## src/rtl/core/bcs_pkg.sv

```systemverilog
// bcs_pkg: shared constants, codes and pipeline control types of the coverage sampler
// no dependencies; imported by every module of the block

package bcs_pkg;

	localparam int ADDR_W      = 11;
	localparam int GRID_DEPTH  = 2 ** ADDR_W;
	localparam int BYTE_W      = 8;
	localparam int FRAC_W      = 8;
	localparam int FRAC_ONE    = 2 ** FRAC_W;
	localparam int POS_X_W     = 7;
	localparam int POS_Y_W     = 6;
	localparam int OFFSET_W    = 20;
	localparam int OFF_INT_W   = OFFSET_W - FRAC_W;
	localparam int OFF_BIAS    = 2 ** (OFF_INT_W - 1);
	localparam int GAIN_W      = 12;
	localparam int CUT_W       = 8;
	localparam int CFG_IDX_W   = 2;
	localparam int CFG_DATA_W  = 20;
	localparam int NUM_STAGES  = 9;
	localparam int MEM_STAGE   = 6;

	localparam logic [GAIN_W-1:0] GAIN_RESET = GAIN_W'(256);

	typedef enum logic [0:0] {
		FUNC_WRITE  = 1'b0,
		FUNC_SAMPLE = 1'b1
	} func_t;

	typedef enum logic [CFG_IDX_W-1:0] {
		REG_OFFSET_X,
		REG_OFFSET_Y,
		REG_OPACITY_GAIN,
		REG_COVERAGE_CUT
	} cfg_reg_t;

	// load enables of the pipeline registers, one per stage
	typedef struct packed {
		logic s1;
		logic s2;
		logic s3;
		logic s4;
		logic s5;
		logic s6;
		logic s7;
		logic s8;
		logic s9;
	} pipe_en_t;

endpackage

```

## src/rtl/core/bcs_axis_map.sv

```systemverilog
// bcs_axis_map: maps a screen coordinate to two wrapped grid cells and an 8-bit fraction
// three pipeline stages (s2..s4); uses bcs_pkg

module bcs_axis_map import bcs_pkg::*; #(
	parameter int SCREEN = 128,
	parameter int GRID   = 64,
	parameter int POS_W  = 7
) (
	input  logic                        clk,
	input  pipe_en_t                    en,
	input  logic [POS_W-1:0]            pos,
	input  logic signed [OFFSET_W-1:0]  offset,
	output logic [$clog2(GRID)-1:0]     cell0,
	output logic [$clog2(GRID)-1:0]     cell1,
	output logic [FRAC_W-1:0]           frac
);

	localparam int CW       = $clog2(GRID);
	localparam int TAB_N    = 2 ** POS_W;
	localparam int RECIP_SH = 24;
	localparam logic [RECIP_SH:0]    RECIP_M = (RECIP_SH + 1)'(((2 ** RECIP_SH) + GRID - 1) / GRID);
	localparam logic [OFF_INT_W-1:0] GRID_Q  = OFF_INT_W'(GRID);
	localparam logic [CW:0]          GRID_V  = (CW + 1)'(GRID);
	localparam logic [CW:0]          BIAS_K  = (CW + 1)'(OFF_BIAS % GRID);
	localparam logic [CW-1:0]        LAST    = CW'(GRID - 1);

	// constant mapping table: cell and fraction of pos * GRID / SCREEN in Q8
	logic [CW-1:0]     cell_tab [TAB_N];
	logic [FRAC_W-1:0] frac_tab [TAB_N];

	for (genvar i = 0; i < TAB_N; i++) begin : g_tab
		localparam int TV = (i * GRID * FRAC_ONE) / SCREEN;
		assign cell_tab[i] = CW'((TV / FRAC_ONE) % GRID);
		assign frac_tab[i] = FRAC_W'(TV % FRAC_ONE);
	end

	// stage 2: table lookup, fraction add, reciprocal multiply of the biased offset cell
	logic [FRAC_W:0]                   frac_sum;
	logic [OFF_INT_W-1:0]              off_u;
	logic [OFF_INT_W+RECIP_SH:0]       recip_prod;
	logic [CW-1:0]                     cell_s2;
	logic                              carry_s2;
	logic [FRAC_W-1:0]                 frac_s2;
	logic [OFF_INT_W-1:0]              offu_s2;
	logic [OFF_INT_W-1:0]              quo_s2;

	assign frac_sum   = {1'b0, frac_tab[pos]} + {1'b0, offset[FRAC_W-1:0]};
	assign off_u      = {~offset[OFFSET_W-1], offset[OFFSET_W-2:FRAC_W]};
	assign recip_prod = off_u * RECIP_M;

	always_ff @(posedge clk) begin
		if (en.s2) begin
			cell_s2  <= cell_tab[pos];
			carry_s2 <= frac_sum[FRAC_W];
			frac_s2  <= frac_sum[FRAC_W-1:0];
			offu_s2  <= off_u;
			quo_s2   <= recip_prod[RECIP_SH +: OFF_INT_W];
		end
	end

	// stage 3: remainder, then remove the bias to get the offset cell modulo GRID
	logic [OFF_INT_W-1:0] rem_full;
	logic [CW:0]          rem_ext;
	logic [CW:0]          off_mod;
	logic [CW-1:0]        cell_s3;
	logic                 carry_s3;
	logic [FRAC_W-1:0]    frac_s3;
	logic [CW-1:0]        offm_s3;

	assign rem_full = offu_s2 - quo_s2 * GRID_Q;
	assign rem_ext  = {1'b0, rem_full[CW-1:0]};
	assign off_mod  = (rem_ext >= BIAS_K) ? rem_ext - BIAS_K : rem_ext + (GRID_V - BIAS_K);

	always_ff @(posedge clk) begin
		if (en.s3) begin
			cell_s3  <= cell_s2;
			carry_s3 <= carry_s2;
			frac_s3  <= frac_s2;
			offm_s3  <= off_mod[CW-1:0];
		end
	end

	// stage 4: wrapped sum and its right neighbour
	logic [CW:0]    cell_sum;
	logic [CW:0]    cell_wrap;
	logic [CW-1:0]  c0;
	logic [CW-1:0]  c0_s4;
	logic [CW-1:0]  c1_s4;
	logic [FRAC_W-1:0] frac_s4;

	assign cell_sum  = {1'b0, cell_s3} + {1'b0, offm_s3} + (CW + 1)'(carry_s3);
	assign cell_wrap = (cell_sum >= GRID_V) ? cell_sum - GRID_V : cell_sum;
	assign c0        = cell_wrap[CW-1:0];

	always_ff @(posedge clk) begin
		if (en.s4) begin
			c0_s4   <= c0;
			c1_s4   <= (c0 == LAST) ? '0 : c0 + 1'b1;
			frac_s4 <= frac_s3;
		end
	end

	assign cell0 = c0_s4;
	assign cell1 = c1_s4;
	assign frac  = frac_s4;

endmodule

```

## config.mk

```make
export PLATFORM = sky130hd
export DESIGN_NAME = bcs_axis_map
export DESIGN_NICKNAME = d
export VERILOG_FILES = /design/src/rtl/core/bcs_pkg.sv /design/src/rtl/core/bcs_axis_map.sv
export SDC_FILE = /design/constraint.sdc
export NUM_CORES = 1
export LEC_CHECK = 0
export ABC_AREA = 1
export BUFFER_PORTS_ARGS = -buffer_cell sky130_fd_sc_hd__buf_2
export CAP_MARGIN = 10
export CORE_MARGIN = 5
export CORE_UTILIZATION = 48
export CTS_CLUSTER_SIZE = 30
export DETAILED_ROUTE_END_ITERATION = 8
export PLACE_DENSITY = 0.82
export SLEW_MARGIN = 40
export SYNTH_ARGS = -nofsm -noshare
export SYNTH_HDL_FRONTEND = slang
export SYNTH_SLANG_ARGS = --single-unit
```

## constraint.sdc

```tcl
create_clock -name clk -period 3.1 [get_ports clk]
set_input_delay 0 -clock clk [delete_from_list [all_inputs] [get_ports clk]]
set_output_delay 0 -clock clk [all_outputs]
set_load 0.02 [all_outputs]
```

==> impl_metrics.ini <==
[detailed_routing]
num_vias = 1196
drt-initial-drc-count = 43
antenna_left = 0
drt-total-wl_mm = 3.19
drc_errors = 0
firstDrtPassIters = 4
routedWlPerCell_microns = 12.0
vias_per_cell = 4.51

[power]
combPwrFrac_pct = 13.5
internal_power_mw = 1.47
pwr-share-clk_pct = 31.8
switchingPower_uw = 430
power.share.sequential_pct = 54.6
total_power_mw = 1.90
vdd.ir_drop.worst_mv = 0.380
p_sw_share_pct = 22.6
power.density_mw_per_mm2 = 639
leakage_nw = 1.20

[sta]
layout_setup_ws_ns = 0.660
hold_viol_final = 0
drv_slew = 0
fmax_mhz = 410
post-route-period-util_pct = 78.7
holdWs_ns = 0.138
relSlewSlack_pct = 71.3
setup_violations = 0
worst_pin_slew_ns = 0.430
fin_skew_ns = 0.00457
setup_tns_ns = 0
fin_crit_ns = 2.44
rsz0062_at_grt = no

[floorplan]
initial_core_util_pct = 49.0
rows = 25
die_y_microns = 79.2
ios = 57
fp.dieW_microns = 79.2
core-area_sq_mm = 0.00469
die_area_sq_mm = 0.00627

[cts]
cts_buffers = 9
clk_pin_slew_ns = 0.06
cts_root_buffer = clkbuf_8
cts_sinks = 62
clockBufferDepth = 2
clk_latency_ns = 0.32
cts_tree = built
post-cts-setup-buffer-count = 0
htreeDepth = 3

[run]
cap_violations = 0

[logic_synthesis]
syn_avg_cell_area_sq_um = 17.4
ys_ff_latch = 62
syn_inst = 132
yosys_warnings = 0
synth_sequential_area_ratio_pct = 81.0
syn-num-nets = 177
ys_types = 16
netlist_area_sq_mm = 0.00230

[critical_path]
regToRegSetupSlack_ns = 0.66
crit_path_start_kind = flop
r2r-start = cell_s3[0]
cp-end-kind = flop
critPathKind = reg -> reg
cp_max_fo = 3
r2r_cells = 10
reg2reg_to = cell1[0]
crit_arrival_ns = 2.51
cp.required_ns = 3.17

[min_path]
holdPathStages = 1
min_to = frac_s2[0]
hp-start = en[7]
hold_path_class = in -> reg

[grt]
antenna_found_initial = 0
grt_overflow_total = 0
grtUsageTotal_pct = 11.9
grt-busiest-layer = met2
use_met1_pct = 13.1
grt_pass1_vias = 1172
grt_pass1_wl_mm = 5.40
grtUsageMet3_pct = 4.99
grt_use_met2_pct = 19.8
grt_max_degree = 22

[outcome]
status = finished, final reports clean

[placed_design]
gp_congestion = 0.708
post-place-ws_ns = 0.689
io_buffers = 44
place_hpwl_mm = 2.07

[layout]
diodes = 0
layout-drive-gt1-share_pct = 29.9
synthToLayoutAreaGrowth_pct = 29.3
final_nets = 254
-- cell type report --
| type | instances | area, sq um |
|---|---|---|
| clock buffer | 9 | 124 |
| fill | 334 | 1720 |
| tap | 54 | 67.6 |
| timing repair buffer | 66 | 440 |
| inverter | 14 | 52.6 |
| multi-input combinational | 56 | 384 |
| clock inverter | 4 | 41.3 |
| sequential | 62 | 1860 |
-- registers in the layout (all words and copies together), names as in the netlist --
register,count
offu_s2,6
frac,8
offm_s3,6
frac_s2,8
cell_s2,6
carry_s2,1
cell0,6
carry_s3,1
frac_s3,8
cell1,6
cell_s3,6
-- metal layers --
layer  part of all wire (%)  up-vias
li1                       -      619
met1                     38      521
met2                     53       49
met3                    7.6        7
met4                    2.0        0
met5                      0        -
-- synth_stat cells --
cell type,n,area [sq um]
nand2_1,16,60.1
or2_1,1,6.26
fa_1,2,40.0
nand3_1,9,45.0
edfxtp_1,62,1860
inv_1,14,52.6
ha_1,6,75.1
nand2_4,2,22.5
nor2_4,2,22.5
nor2_2,1,6.26
a21oi_1,2,10.0
xnor2_1,3,26.3
nor2_1,7,26.3
nand3b_1,1,7.51
nand3_4,1,17.5
nand2_2,3,18.8
-- cells in the final DEF (no fill, tap or decap), types with 2 or more instances in the layout --
cell and instances:
a21oi_1 2, buf_2 44, clkbuf_8 9, clkinv_1 3, dlygate4sd3_1 22, edfxtp_1 62
fa_1 2, ha_1 6, inv_1 14, nand2_1 16, nand2_2 3, nand2_4 2
nand3_1 9, nor2_1 7, nor2_4 2, xnor2_1 3
-- through the flow --
stage                     utilization, %  instances  instance area, sq um
after global placement              55.1        230                  2590
after global routing                63.3        265                  2970
after floorplan                        -        132                  2300
after CTS                           63.3        265                  2970
final                               63.3        265                  2970
after detailed placement            55.1        230                  2590
-- worst max-delay path, cell delays in order, from the launching register on --
cell,delay (ns)
edfxtp_1,0.41
fa_1,0.49
inv_1,0.11
fa_1,0.42
inv_1,0.10
ha_1,0.17
inv_1,0.07
nor2_4,0.15
nand3_4,0.10
nor2_4,0.11
nor2_1,0.05
-- power groups by stage --
stage	combinational, mW	clock (mW)	sequential (mW)
finish	0.257	0.605	1.04
global route	0.288	0.660	1.05
CTS	0.260	0.613	1.04
detailed placement	0.237	0	1.05
global placement	0.231	0	1.05
floorplan	0.116	0	1.10
-- cell families after synthesis --
group,synth area share [%]
DFF,81.0
buffers and inverters,2.29
AOI/OAI and AO/OA,0.436
xor gates and xnor gates,1.14
and+or+nand+nor,10.1
adders and majority gates,5.01
-- what timing repair did --
action / CTS / global route
resized for setup: 0 / 0
hold buffers: 22 / 0
hold endpoints to repair: 21 / 0
-- how the worst max path moves through the flow --
| stage | cells past startpoint | end | startpoint |
|---|---|---|---|
| after floorplan | 10 | cell1[0] | cell_s3[0] |
| after global placement | 10 | cell1[0] | cell_s3[0] |
| after detailed placement | 10 | cell1[0] | cell_s3[0] |
| after CTS | 10 | cell1[0] | cell_s3[0] |
| after global routing | 10 | cell1[0] | cell_s3[0] |
| final | 10 | cell1[0] | cell_s3[0] |
(Power assumes the default switching activity.)
