===== src/rtl/core/bcs_pkg.sv =====
// bcs_pkg: shared constants, codes and pipeline control types of the coverage sampler
// no dependencies; imported by every module of the block

package bcs_pkg;

	localparam int ADDR_W      = 11;
	localparam int GRID_DEPTH  = 2 ** ADDR_W;
	localparam int BYTE_W      = 8;
	localparam int FRAC_W      = 8;
	localparam int FRAC_ONE    = 2 ** FRAC_W;
	localparam int POS_X_W     = 7;
	localparam int POS_Y_W     = 6;
	localparam int OFFSET_W    = 20;
	localparam int OFF_INT_W   = OFFSET_W - FRAC_W;
	localparam int OFF_BIAS    = 2 ** (OFF_INT_W - 1);
	localparam int GAIN_W      = 12;
	localparam int CUT_W       = 8;
	localparam int CFG_IDX_W   = 2;
	localparam int CFG_DATA_W  = 20;
	localparam int NUM_STAGES  = 9;
	localparam int MEM_STAGE   = 6;

	localparam logic [GAIN_W-1:0] GAIN_RESET = GAIN_W'(256);

	typedef enum logic [0:0] {
		FUNC_WRITE  = 1'b0,
		FUNC_SAMPLE = 1'b1
	} func_t;

	typedef enum logic [CFG_IDX_W-1:0] {
		REG_OFFSET_X,
		REG_OFFSET_Y,
		REG_OPACITY_GAIN,
		REG_COVERAGE_CUT
	} cfg_reg_t;

	// load enables of the pipeline registers, one per stage
	typedef struct packed {
		logic s1;
		logic s2;
		logic s3;
		logic s4;
		logic s5;
		logic s6;
		logic s7;
		logic s8;
		logic s9;
	} pipe_en_t;

endpackage


===== src/rtl/core/bcs_blend.sv =====
// bcs_blend: bilinear blend of four neighbours, opacity gain and coverage cut
// three pipeline stages (s7..s9); uses bcs_pkg

module bcs_blend import bcs_pkg::*; (
	input  logic                   clk,
	input  pipe_en_t               en,
	input  logic [3:0][BYTE_W-1:0] texel,
	input  logic [FRAC_W-1:0]      tx,
	input  logic [FRAC_W-1:0]      ty,
	input  logic [GAIN_W-1:0]      gain,
	input  logic [CUT_W-1:0]       cut,
	output logic [BYTE_W-1:0]      coverage
);

	localparam int ROW_W = BYTE_W + FRAC_W;
	localparam int VAL_W = BYTE_W + 2 * FRAC_W;
	localparam logic [VAL_W-1:0] ROUND_HALF = VAL_W'(1) << (2 * FRAC_W - 1);

	// a*256 + (b-a)*t, always within 0..255*256
	function automatic logic [ROW_W-1:0] lerp_row(input logic [BYTE_W-1:0] a,
			input logic [BYTE_W-1:0] b, input logic [FRAC_W-1:0] t);
		logic signed [BYTE_W:0]         diff;
		logic signed [BYTE_W+FRAC_W+1:0] prod;
		logic signed [BYTE_W+FRAC_W+1:0] sum;
		diff = $signed({1'b0, b}) - $signed({1'b0, a});
		prod = diff * $signed({1'b0, t});
		sum  = $signed({2'b00, a, {FRAC_W{1'b0}}}) + prod;
		return sum[ROW_W-1:0];
	endfunction

	// stage 7: horizontal blends
	logic [ROW_W-1:0]  top_s7;
	logic [ROW_W-1:0]  bot_s7;
	logic [FRAC_W-1:0] ty_s7;

	always_ff @(posedge clk) begin
		if (en.s7) begin
			top_s7 <= lerp_row(texel[0], texel[1], tx);
			bot_s7 <= lerp_row(texel[2], texel[3], tx);
			ty_s7  <= ty;
		end
	end

	// stage 8: vertical blend and round half up
	logic signed [ROW_W:0]            vdiff;
	logic signed [ROW_W+FRAC_W+1:0]   vprod;
	logic signed [ROW_W+FRAC_W+1:0]   vsum;
	logic [VAL_W-1:0]                 vround;
	logic [BYTE_W-1:0]                byte_s8;

	assign vdiff  = $signed({1'b0, bot_s7}) - $signed({1'b0, top_s7});
	assign vprod  = vdiff * $signed({1'b0, ty_s7});
	assign vsum   = $signed({2'b00, top_s7, {FRAC_W{1'b0}}}) + vprod;
	assign vround = vsum[VAL_W-1:0] + ROUND_HALF;

	always_ff @(posedge clk) begin
		if (en.s8) begin
			byte_s8 <= vround[VAL_W-1 -: BYTE_W];
		end
	end

	// stage 9: gain with saturation, then floor-at-zero cut
	logic [BYTE_W+GAIN_W-1:0] gprod;
	logic [GAIN_W-1:0]        gshift;
	logic [BYTE_W-1:0]        scaled;
	logic [BYTE_W-1:0]        coverage_s9;

	assign gprod  = byte_s8 * gain;
	assign gshift = gprod[BYTE_W+GAIN_W-1:FRAC_W];
	assign scaled = (|gshift[GAIN_W-1:BYTE_W]) ? '1 : gshift[BYTE_W-1:0];

	always_ff @(posedge clk) begin
		if (en.s9) begin
			coverage_s9 <= (scaled > cut) ? scaled - cut : '0;
		end
	end

	assign coverage = coverage_s9;

endmodule


===== config.mk =====
export PLATFORM = sky130hd
export DESIGN_NAME = bcs_blend
export DESIGN_NICKNAME = d
export VERILOG_FILES = /design/src/rtl/core/bcs_pkg.sv /design/src/rtl/core/bcs_blend.sv
export SDC_FILE = /design/constraint.sdc
export NUM_CORES = 1
export LEC_CHECK = 0
export ABC_AREA = 1
export BUFFER_PORTS_ARGS = -buffer_cell sky130_fd_sc_hd__buf_2
export CAP_MARGIN = 30
export CORE_MARGIN = 1
export CORE_UTILIZATION = 60
export CTS_CLUSTER_DIAMETER = 60
export CTS_CLUSTER_SIZE = 30
export DETAILED_ROUTE_END_ITERATION = 7
export PLACE_DENSITY = 0.84
export SYNTH_ARGS = -nofsm -noshare
export SYNTH_HDL_FRONTEND = slang
export SYNTH_SLANG_ARGS = --single-unit
export TNS_END_PERCENT = 100

===== constraint.sdc =====
create_clock -name clk -period 9.37 [get_ports clk]
set_input_delay 1.874 -clock clk [delete_from_list [all_inputs] [get_ports clk]]
set_output_delay 1.874 -clock clk [all_outputs]
set_load 0.02 [all_outputs]

==> results of run 1 <==
==> critical path, cell delays in order <==
cell	delay, ns
buf_2	0.13
ha_1	0.15
inv_1	0.07
fa_1	0.40
a21oi_1	0.17
o21ai_2	0.10
nand3_1	0.08
nand2_1	0.06
xor2_1	0.36
inv_1	0.15
nor2_1	0.17
fa_1	0.44
fa_1	0.54
inv_1	0.05
fa_1	0.53
inv_1	0.05
fa_1	0.55
fa_1	0.42
ha_1	0.36
a21oi_1	0.13
o21ai_0	0.13
a21oi_1	0.21
nor2_1	0.06
o21ai_0	0.15
nand2_1	0.08
xor2_1	0.14
==> metal layers <==
metal,wire [um],vias to the layer above,global-route usage
li1,-,6715,-
met1,15800,6869,0.339
met2,19900,483,0.500
met3,2140,92,0.0261
met4,1020,0,0.0966
met5,0,-,0
==> path summary, 6_finish.rpt <==
path / to / startpoint / slack, ns
worst min-delay path: byte_s8[7] / ty_s7[7] / 0.87
worst min register to register: byte_s8[7] / ty_s7[7] / 0.87
worst max-delay path: bot_s7[12] / texel[16] / 1.84
worst max register to register: byte_s8[7] / top_s7[0] / 2.89
==> flip-flops by register name (all words and copies together) (netlist names) <==
name,flops
bot_s7,16
byte_s8,8
coverage,8
top_s7,16
ty_s7,8
==> cell type report <==
cell class	count	area, um^2	area share
Sequential cell	56	1680	0.0911
Tap cell	384	480	0.0260
Clock inverter	2	12.5	0.000678
Clock buffer	5	125	0.00678
Multi-Input combinational cell	1497	13400	0.724
Inverter	638	2390	0.130
Timing Repair Buffer	79	395	0.0214
==> placed cells by master (no fill, tap or decap), types with 22 or more instances in the layout <==
cell type	count
inv_1	627
nand2_1	435
nand3_1	80
edfxtp_1	56
ha_1	204
a21oi_1	76
xnor2_1	22
o21ai_0	26
fa_1	304
nor2_1	181
buf_2	79
xor2_1	42
==> synthesized netlist by cell type (all sizes together) <==
cell	count	share of area
a211o	1	0.00050
a211oi	1	0.00043
a21boi	1	0.00064
a21o	5	0.0021
a21oi	77	0.022
a221oi	4	0.0020
a31oi	1	0.00035
and2	2	0.00071
and3	1	0.00035
buf	7	0.0023
clkbuf	43	0.0095
clkinv	3	0.00064
edfxtp	56	0.095
fa	304	0.34
ha	204	0.14
inv	635	0.14
nand2	455	0.10
nand2b	2	0.00071
nand3	84	0.025
nand3b	3	0.0013
nand4	19	0.0067
nor2	185	0.040
nor3	11	0.0034
nor3b	1	0.00043
nor4	5	0.0018
o2111ai	1	0.00050
o211ai	2	0.00085
o21a	2	0.00085
o21ai	35	0.011
o21bai	6	0.0026
o221ai	1	0.00050
o31a	2	0.00099
o31ai	1	0.00043
or2	15	0.0053
xnor2	23	0.012
xor2	43	0.022
==> kinds of logic (layout without fill, tap and decap cells) <==
family | after synthesis | count (layout)
buf+inv | 688 | 724
xor+xnor | 66 | 66
simple gates | 783 | 783
flops | 56 | 56
compound gates | 140 | 140
fa+ha+maj | 508 | 508
==> stage by stage <==
step                hold slack (ns)  instance area, um^2  worst slack [ns]   util
detailed placement            0.841                18300              1.53  0.636
global placement              0.830                18300              1.61  0.636
CTS                           0.863                18500              1.86  0.641
global route                  0.942                18500              1.46  0.641
floorplan                     0.765                17600              2.07      -
finish                        0.867                18500              1.84  0.641
==> flow_metrics.py, run 1 <==
metrics = {
    "synthesis": {
        "synth_top_family_by_area": "adder cells",
        "syn_avg_cell_area_um2": 7.87,
        "syn-num-nets": 2827,
        "synth_fa_ha_area_frac": 0.490,
        "synth_cell_type_count": 54,
        "yosysWarnings": 0,
        "synth_mux_area_frac": 0,
        "ys_seq_area_frac": 0.0953,
        "ys_seq_elements": 56,
        "synth_compound_area_frac": 0.0466,
        "synth_xor_area_frac": 0.0342,
        "syn-instance-count": 2241,
        "synth_area_um2": 17600,
        "yosys.area_share.simple": 0.187,
    },
    "hold_path": {
        "whs_path_depth": 6,
        "hp-class": "flop to flop",
    },
    "setup_path": {
        "crit_type": "input port to flop",
        "worstRegToRegCells": 27,
        "end_kind": "flop",
        "path_max_fanout": 5,
        "critPathLaunchType": "input port",
        "cp.arrival_ns": 7.59,
        "crit_required_ns": 9.43,
    },
    "cells_and_area": {
        "fin_nets": 2863,
        "syn2layout_area_growth_pct": 4.56,
        "n_antenna_cell": 0,
        "layout-drive-gt1-share": 0.0624,
        "fillers": 2340,
        "finalNonFillerCells": 2661,
    },
    "timing": {
        "finalCriticalPeriod_ns": 7.53,
        "setup-violations-final": 0,
        "timing.slew.headroom": 0.433,
        "worstMarginPinSlew_ns": 0.850,
        "finalCritPeriodShare": 0.804,
        "tns_ns": 0,
        "grt_setup_unrepaired": "no",
        "finalHoldViolations": 0,
        "fmax_mhz": 133,
        "slew_viol_final": 0,
        "skew_ns": 0.00888,
    },
    "route": {
        "vias": 14200,
        "drtPass1Iterations": 6,
        "routed_wl_mm": 38.9,
        "antenna_left": 0,
        "drcViolationCount": 0,
        "wl_per_cell_um": 14.6,
        "viasPerCell": 5.32,
        "first_iter_violations": 1106,
    },
    "clock_tree": {
        "cts_buffers": 5,
        "cts.sinks": 56,
        "cts_hold_buffers": 0,
        "cts_tree": "yes",
        "post_cts_resized": 0,
        "clock_path_buffers": 2,
        "worstSkewPairLatency_ns": 0.31,
        "htree_levels": 2,
        "clk_pin_slew_ns": 0.07,
        "post_cts_buffers": 0,
        "clockRootBuffer": "clkbuf_16",
    },
    "floorplanning": {
        "start_util": 0.613,
        "io_pins": 86,
        "die_x_um": 173,
        "row_count": 62,
        "dieHeight_um": 173,
        "core_area_um2": 28800,
        "die_area_um2": 30100,
    },
    "place": {
        "portBuffers": 79,
        "dp_hpwl_mm": 33.9,
        "gp_congestion": 0.918,
        "dp_cells": 2654,
    },
    "global_route": {
        "grt_max_degree": 41,
        "track_usage": 0.275,
        "grt_pass1_vias": 15100,
        "overflow": 0,
        "antenna_found_initial": 0,
        "grt_pass1_wl_mm": 67.2,
    },
    "flow_run": {
        "drv_cap": 0,
    },
    "status": {
        "outcome": "finished clean",
    },
}
Power of run 1 is not shown: default switching activity piles up to over one toggle a cycle in this logic, so the estimate is an artifact.
==> inputs of run 2 (changes only) <==
ABC_AREA = 0   (was 1)
CORE_UTILIZATION = 59   (was 60)
PLACE_DENSITY = 0.86   (was 0.84)
clock period = 6.15 ns   (was 9.37 ns; I/O delays follow)
==> run 2 against run 1 <==
The run now ends with design-rule violations, negative setup slack left. Flip-flop and latch count stayed put. Global-route usage is 6.1 points higher. Critical path depth is 8 higher. Core utilization is 15 points higher. Design area is 22% higher. Critical path type is now flop to flop.
==> flow_metrics.py, run 2 <==
metrics = {
    "synthesis": {
        "synth_top_area_cell": "fa_1",
        "synth_cell_type_count": 65,
        "yosysWarnings": 0,
        "synth.most_common_cell": "inv_1",
        "ys_seq_area_frac": 0.0980,
        "syn-instance-count": 1898,
        "synth_area_leaders": "fa_1 (35%), ha_1 (15%), edfxtp_1 (9.8%)",
        "synth_area_um2": 17200,
        "synth_top_area_frac": 0.355,
        "synthFlopType": "edfxtp_1",
        "syn-num-nets": 2484,
        "synthArstFlopShare": 0,
        "synth_compound_area_frac": 0.0716,
        "yosys.area_share.simple": 0.177,
        "synth_mux_area_frac": 0.00175,
        "synth_top_family_by_area": "adder cells",
        "synth_edf_count": 56,
        "synth_fa_ha_area_frac": 0.504,
        "syn_avg_cell_area_um2": 9.04,
        "synth_common_cells": "inv_1 (438), fa_1 (304), ha_1 (204)",
        "synth_xor_area_frac": 0.0383,
        "ys_seq_elements": 56,
    },
    "setup_path": {
        "timing.rr.start": "top_s7[0]",
        "path_max_fanout": 7,
        "worstRegToRegCells": 34,
        "rrSetupSlack_ns": -0.98,
        "crit_cells": 34,
        "path_buf_inv": 14,
        "critPathLaunchType": "flop",
        "r2r_end": "byte_s8[2]",
        "path_common_cell": "buf_6",
        "cp_slowest_stage_delay_ns": 0.65,
        "critPathSlowestCell": "fa_1",
        "endpoint": "byte_s8[2]",
        "end_kind": "flop",
        "cp_top_family": "adder cells",
        "crit_required_ns": 6.33,
        "crit_type": "flop to flop",
        "worstSetupStartpoint": "top_s7[0]",
        "cp.arrival_ns": 7.31,
    },
    "place": {
        "gp_congestion": 0.882,
        "portBuffers": 79,
        "pre_cts_ws_ns": -1.07,
        "dp_hpwl_mm": 36.6,
        "dp_cells": 2598,
    },
    "cells_and_area": {
        "top_regs": "bot_s7: 16 flops, top_s7: 16 flops",
        "finalNonFillerCells": 2691,
        "postLayoutCoreUtil": 0.789,
        "final_cell_mix": "inv_1 (399), buf_4 (342), fa_1 (283)",
        "syn2layout_area_growth_pct": 31.7,
        "layout_commonest_cell": "inv_1",
        "fin_nets": 2891,
        "layout-drive-gt1-share": 0.319,
    },
    "clock_tree": {
        "clock_path_buffers": 2,
        "cts.sinks": 56,
        "htree_levels": 2,
        "cts_tree": "yes",
        "clk_pin_slew_ns": 0.08,
        "worstSkewPairLatency_ns": 0.33,
        "cts_buffers": 5,
        "clockRootBuffer": "clkbuf_16",
    },
    "global_route": {
        "grt_pass1_wl_mm": 80.2,
        "track_usage": 0.336,
        "overflow": 0,
        "grt_max_degree": 41,
        "grt_pass1_vias": 17200,
        "antenna_found_initial": 1,
    },
    "timing": {
        "fmax_mhz": 140,
        "timing.slew.headroom": 0.359,
        "layout_setup_ws_ns": -0.978,
        "grt_setup_unrepaired": "yes",
        "finalHoldViolations": 0,
        "setup-violations-final": 32,
        "skew_ns": 0.0161,
        "finalCriticalPeriod_ns": 7.13,
        "finalCritPeriodShare": 1.16,
        "slew_viol_final": 0,
        "worstMarginPinSlew_ns": 0.962,
    },
    "floorplanning": {
        "start_util": 0.599,
        "die_x_um": 173,
        "die_area_um2": 29800,
        "dieHeight_um": 173,
        "io_pins": 86,
        "core_area_um2": 28600,
        "row_count": 62,
    },
    "status": {
        "violations": "design-rule violations, negative setup slack",
        "outcome": "complete, but fails checks",
    },
    "route": {
        "routed_wl_mm": 56.8,
        "antenna_left": 0,
        "viasPerCell": 6.00,
        "first_iter_violations": 1892,
        "drcViolationCount": 9,
        "wl_per_cell_um": 21.1,
        "vias": 16100,
        "drtPass1Iterations": 8,
    },
    "hold_path": {
        "hp-class": "flop to flop",
        "hp-start": "bot_s7[15]",
    },
    "flow_run": {
        "drv_cap": 0,
    },
}
[run 2: cell types whose count changed after synthesis, sizes merged, moves of 22 or more]
cell | before | now
a21oi | 77 | 40
and2 | 2 | 177
inv | 635 | 440
nand2 | 455 | 184
nand3 | 84 | 33
nor2 | 185 | 49
nor2b | 0 | 33
xnor2 | 23 | 54
xor2 | 43 | 21
[run 2: tightest hold or removal path, delay by kind of cell, from the launching register on]
kind,cells,cell delay (ns)
xor+xnor,1,0.14
fa+ha+maj,1,0.20
flops,1,0.36
compound gates,1,0.10
[run 2: routing by layer]
layer	global-route usage	wire length [um]
met1	0.369	18400
met2	0.622	28600
met3	0.0460	4850
met4	0.183	5020
met5	0	0
[run 2: repair_timing]
item,4_1_cts,5_1_grt
setup endpoints to repair,30,32
resized for setup,118,156
pin swaps,131,142
endpoints found under the hold margin,0,0
hold buffers,0,0
buffers inserted,60,40
[run 2: kinds of logic after synthesis]
kind of cell	count (synthesis)
mux	3
xor+xnor	75
buf+inv	499
compound gates	178
flops	56
simple gates	579
fa+ha+maj	508
[run 2: worst min path at each step]
stage,endpoint,slack [ns],depth (start not counted)
floorplan,byte_s8[7],0.74,3
global placement,byte_s8[7],0.83,3
detailed placement,byte_s8[7],0.88,3
CTS,byte_s8[7],0.89,3
global route,byte_s8[7],0.94,3
finish,byte_s8[7],0.90,3
[run 2: cell type report]
class	count	area [um^2]
antenna	1	2.50
clock buffer	5	125
clock inverter	3	90.1
fill	1440	6040
inverter	441	1690
multi-input combinational	1343	15000
sequential	56	1680
tap	384	480
timing repair buffer	458	3510
[run 2: stage by stage]
stage | TNS (ns) | cell area, um^2 | hold slack, ns
3_3_place_gp | -19.49 | 20600 | 0.835
6_report | -20.67 | 22600 | 0.897
5_1_grt | -25.18 | 22600 | 0.939
4_1_cts | -13.39 | 21700 | 0.887
3_5_place_dp | -25.62 | 20600 | 0.877
2_1_floorplan | -8.08 | 17700 | 0.740
Power of run 2 is left out for the same reason.
==> inputs of run 3 (changes only) <==
ABC_AREA = 1   (was 0)
==> run 3 against run 2 <==
The run ends with negative setup slack left. Worst hold slack better by 0.048 ns. Highest routed layer unchanged. Register-to-register slack better by 0.41 ns. Design area is 2.3% higher. Via count is 11% higher. Sequential share of layout area is 0.17 points lower. Non-clock buffer count is 68 lower. Global-route usage is 0.24 points higher. Critical path type unchanged. Maximum frequency is 6.1% higher. First-iteration DRC count is 2.5% higher.
==> flow_metrics.py, run 3 (synthesized netlist as in run 1, its figures left out) <==
metrics = {
    "floorplanning": {
        "dieHeight_um": 175,
        "start_util": 0.607,
        "die_area_um2": 30600,
        "io_pins": 86,
        "die_x_um": 175,
        "core_area_um2": 29100,
        "row_count": 62,
    },
    "cells_and_area": {
        "postLayoutCoreUtil": 0.794,
        "multi_input_area_um2": 15500,
        "fillers": 1495,
        "final_cell_mix": "inv_1 (560), nand2_1 (354), buf_4 (296)",
        "layout_commonest_cell": "inv_1",
        "fin_nets": 3174,
        "top_regs": "bot_s7: 16 flops, top_s7: 16 flops",
        "layout-drive-gt1-share": 0.325,
        "syn2layout_area_growth_pct": 30.9,
        "final-seq-area_um2": 1680,
    },
    "global_route": {
        "antenna_found_initial": 2,
        "grt_pass1_vias": 17800,
        "overflow": 0,
        "grt_pass1_wl_mm": 82.2,
        "grt_max_degree": 41,
        "track_usage": 0.338,
    },
    "setup_path": {
        "crit_type": "flop to flop",
        "critPathSlowestCell": "fa_1",
        "cp.arrival_ns": 6.78,
        "critPathLaunchType": "flop",
        "end_kind": "flop",
        "path_max_fanout": 4,
        "path_common_cell": "inv_1",
        "crit_required_ns": 6.21,
        "cp_slowest_stage_delay_ns": 0.70,
    },
    "timing": {
        "whs_ns": 0.945,
        "finalHoldViolations": 0,
        "slew_viol_final": 0,
        "finalCriticalPeriod_ns": 6.72,
        "finalCritPeriodShare": 1.09,
        "layout_setup_ws_ns": -0.570,
        "grt_setup_unrepaired": "yes",
        "timing.slew.headroom": 0.376,
        "skew_ns": 0.0105,
        "fmax_mhz": 149,
        "setup-violations-final": 26,
        "worstMarginPinSlew_ns": 0.936,
    },
    "clock_tree": {
        "clockRootBuffer": "clkbuf_16",
        "worstSkewPairLatency_ns": 0.32,
        "cts.sinks": 56,
        "clk_pin_slew_ns": 0.08,
        "cts_tree": "yes",
        "cts_buffers": 5,
        "htree_levels": 2,
        "clock_path_buffers": 2,
    },
    "route": {
        "vias": 18000,
        "antenna_left": 0,
        "routed_wl_mm": 63.8,
        "wl_per_cell_um": 21.4,
        "first_iter_violations": 1940,
        "drcViolationCount": 0,
        "viasPerCell": 6.03,
        "drtPass1Iterations": 6,
    },
    "place": {
        "dp_hpwl_mm": 38.6,
        "portBuffers": 79,
        "gp_congestion": 0.932,
    },
    "status": {
        "outcome": "complete, but fails checks",
        "violations": "negative setup slack",
    },
    "hold_path": {
        "hp-class": "flop to flop",
    },
    "flow_run": {
        "drv_cap": 0,
    },
}
==> run 3: cell types whose count changed in the layout (fill, tap and decap cells not counted), moves of 24 or more <==
| cell | previous run | this run |
|---|---|---|
| buf_4 | 342 | 296 |
| nand3_1 | 30 | 63 |
| nor2b_1 | 29 | 0 |
| nand2_1 | 169 | 354 |
| xnor2_1 | 41 | 14 |
| and2_1 | 157 | 0 |
| inv_2 | 35 | 64 |
| nor2_1 | 42 | 144 |
| inv_1 | 399 | 560 |
| nand2_4 | 1 | 30 |
| buf_6 | 45 | 21 |
| nand2_2 | 13 | 70 |
==> run 3: layout make-up <==
type | count | area share
multi-input cells | 1497 | 0.669
repair buffers | 390 | 0.124
inverters | 638 | 0.106
flip-flops and latches | 56 | 0.0728
well taps | 384 | 0.0208
clock buffers | 6 | 0.00558
clock inverters | 2 | 0.00168
diodes | 2 | 0.000217
==> run 3: through the flow <==
stage | TNS (ns) | instances | worst slack, ns | instance area [um^2]
floorplan | -0.323 | 2241 | -0.144 | 18100
global placement | -7.90 | 2907 | -0.453 | 20600
detailed placement | -12.01 | 2907 | -0.630 | 20600
CTS | -0.314 | 2941 | -0.0794 | 21500
global route | -13.01 | 2975 | -0.679 | 23100
finish | -9.22 | 2975 | -0.570 | 23100
==> run 3: final timing paths <==
check             slack, ns  cells past startpoint          to  startpoint
hold reg to reg        0.95                      6  byte_s8[7]    ty_s7[6]
setup reg to reg      -0.57                     28  byte_s8[6]  top_s7[13]
setup / recovery      -0.57                     28  byte_s8[6]  top_s7[13]
hold / removal         0.95                      6  byte_s8[7]    ty_s7[6]
==> run 3: what timing repair did <==
item | in CTS | in global routing
pin swaps | 113 | 214
endpoints found under the setup margin | 27 | 34
gates resized for setup | 119 | 338
hold buffers | 0 | 0
setup buffers | 26 | 33
==> run 3: layer usage <==
| layer | up-vias | global-route usage | part of all wire |
|---|---|---|---|
| met5 | - | 0 | 0 |
| li1 | 7334 | - | - |
| met2 | 1540 | 0.617 | 0.48 |
| met4 | 0 | 0.200 | 0.10 |
| met1 | 8481 | 0.369 | 0.32 |
| met3 | 599 | 0.0537 | 0.10 |
==> run 3: worst max-delay path, delay by kind of cell, from the launching register on <==
family / cells / cell delay, ns
AOI/OAI and AO/OA: 7 / 1.01
xor gates and xnor gates: 1 / 0.21
adders and majority gates: 7 / 3.38
buffers and inverters: 11 / 1.21
DFF: 1 / 0.38
and+or+nand+nor: 2 / 0.22
Power of run 3 is left out for the same reason.
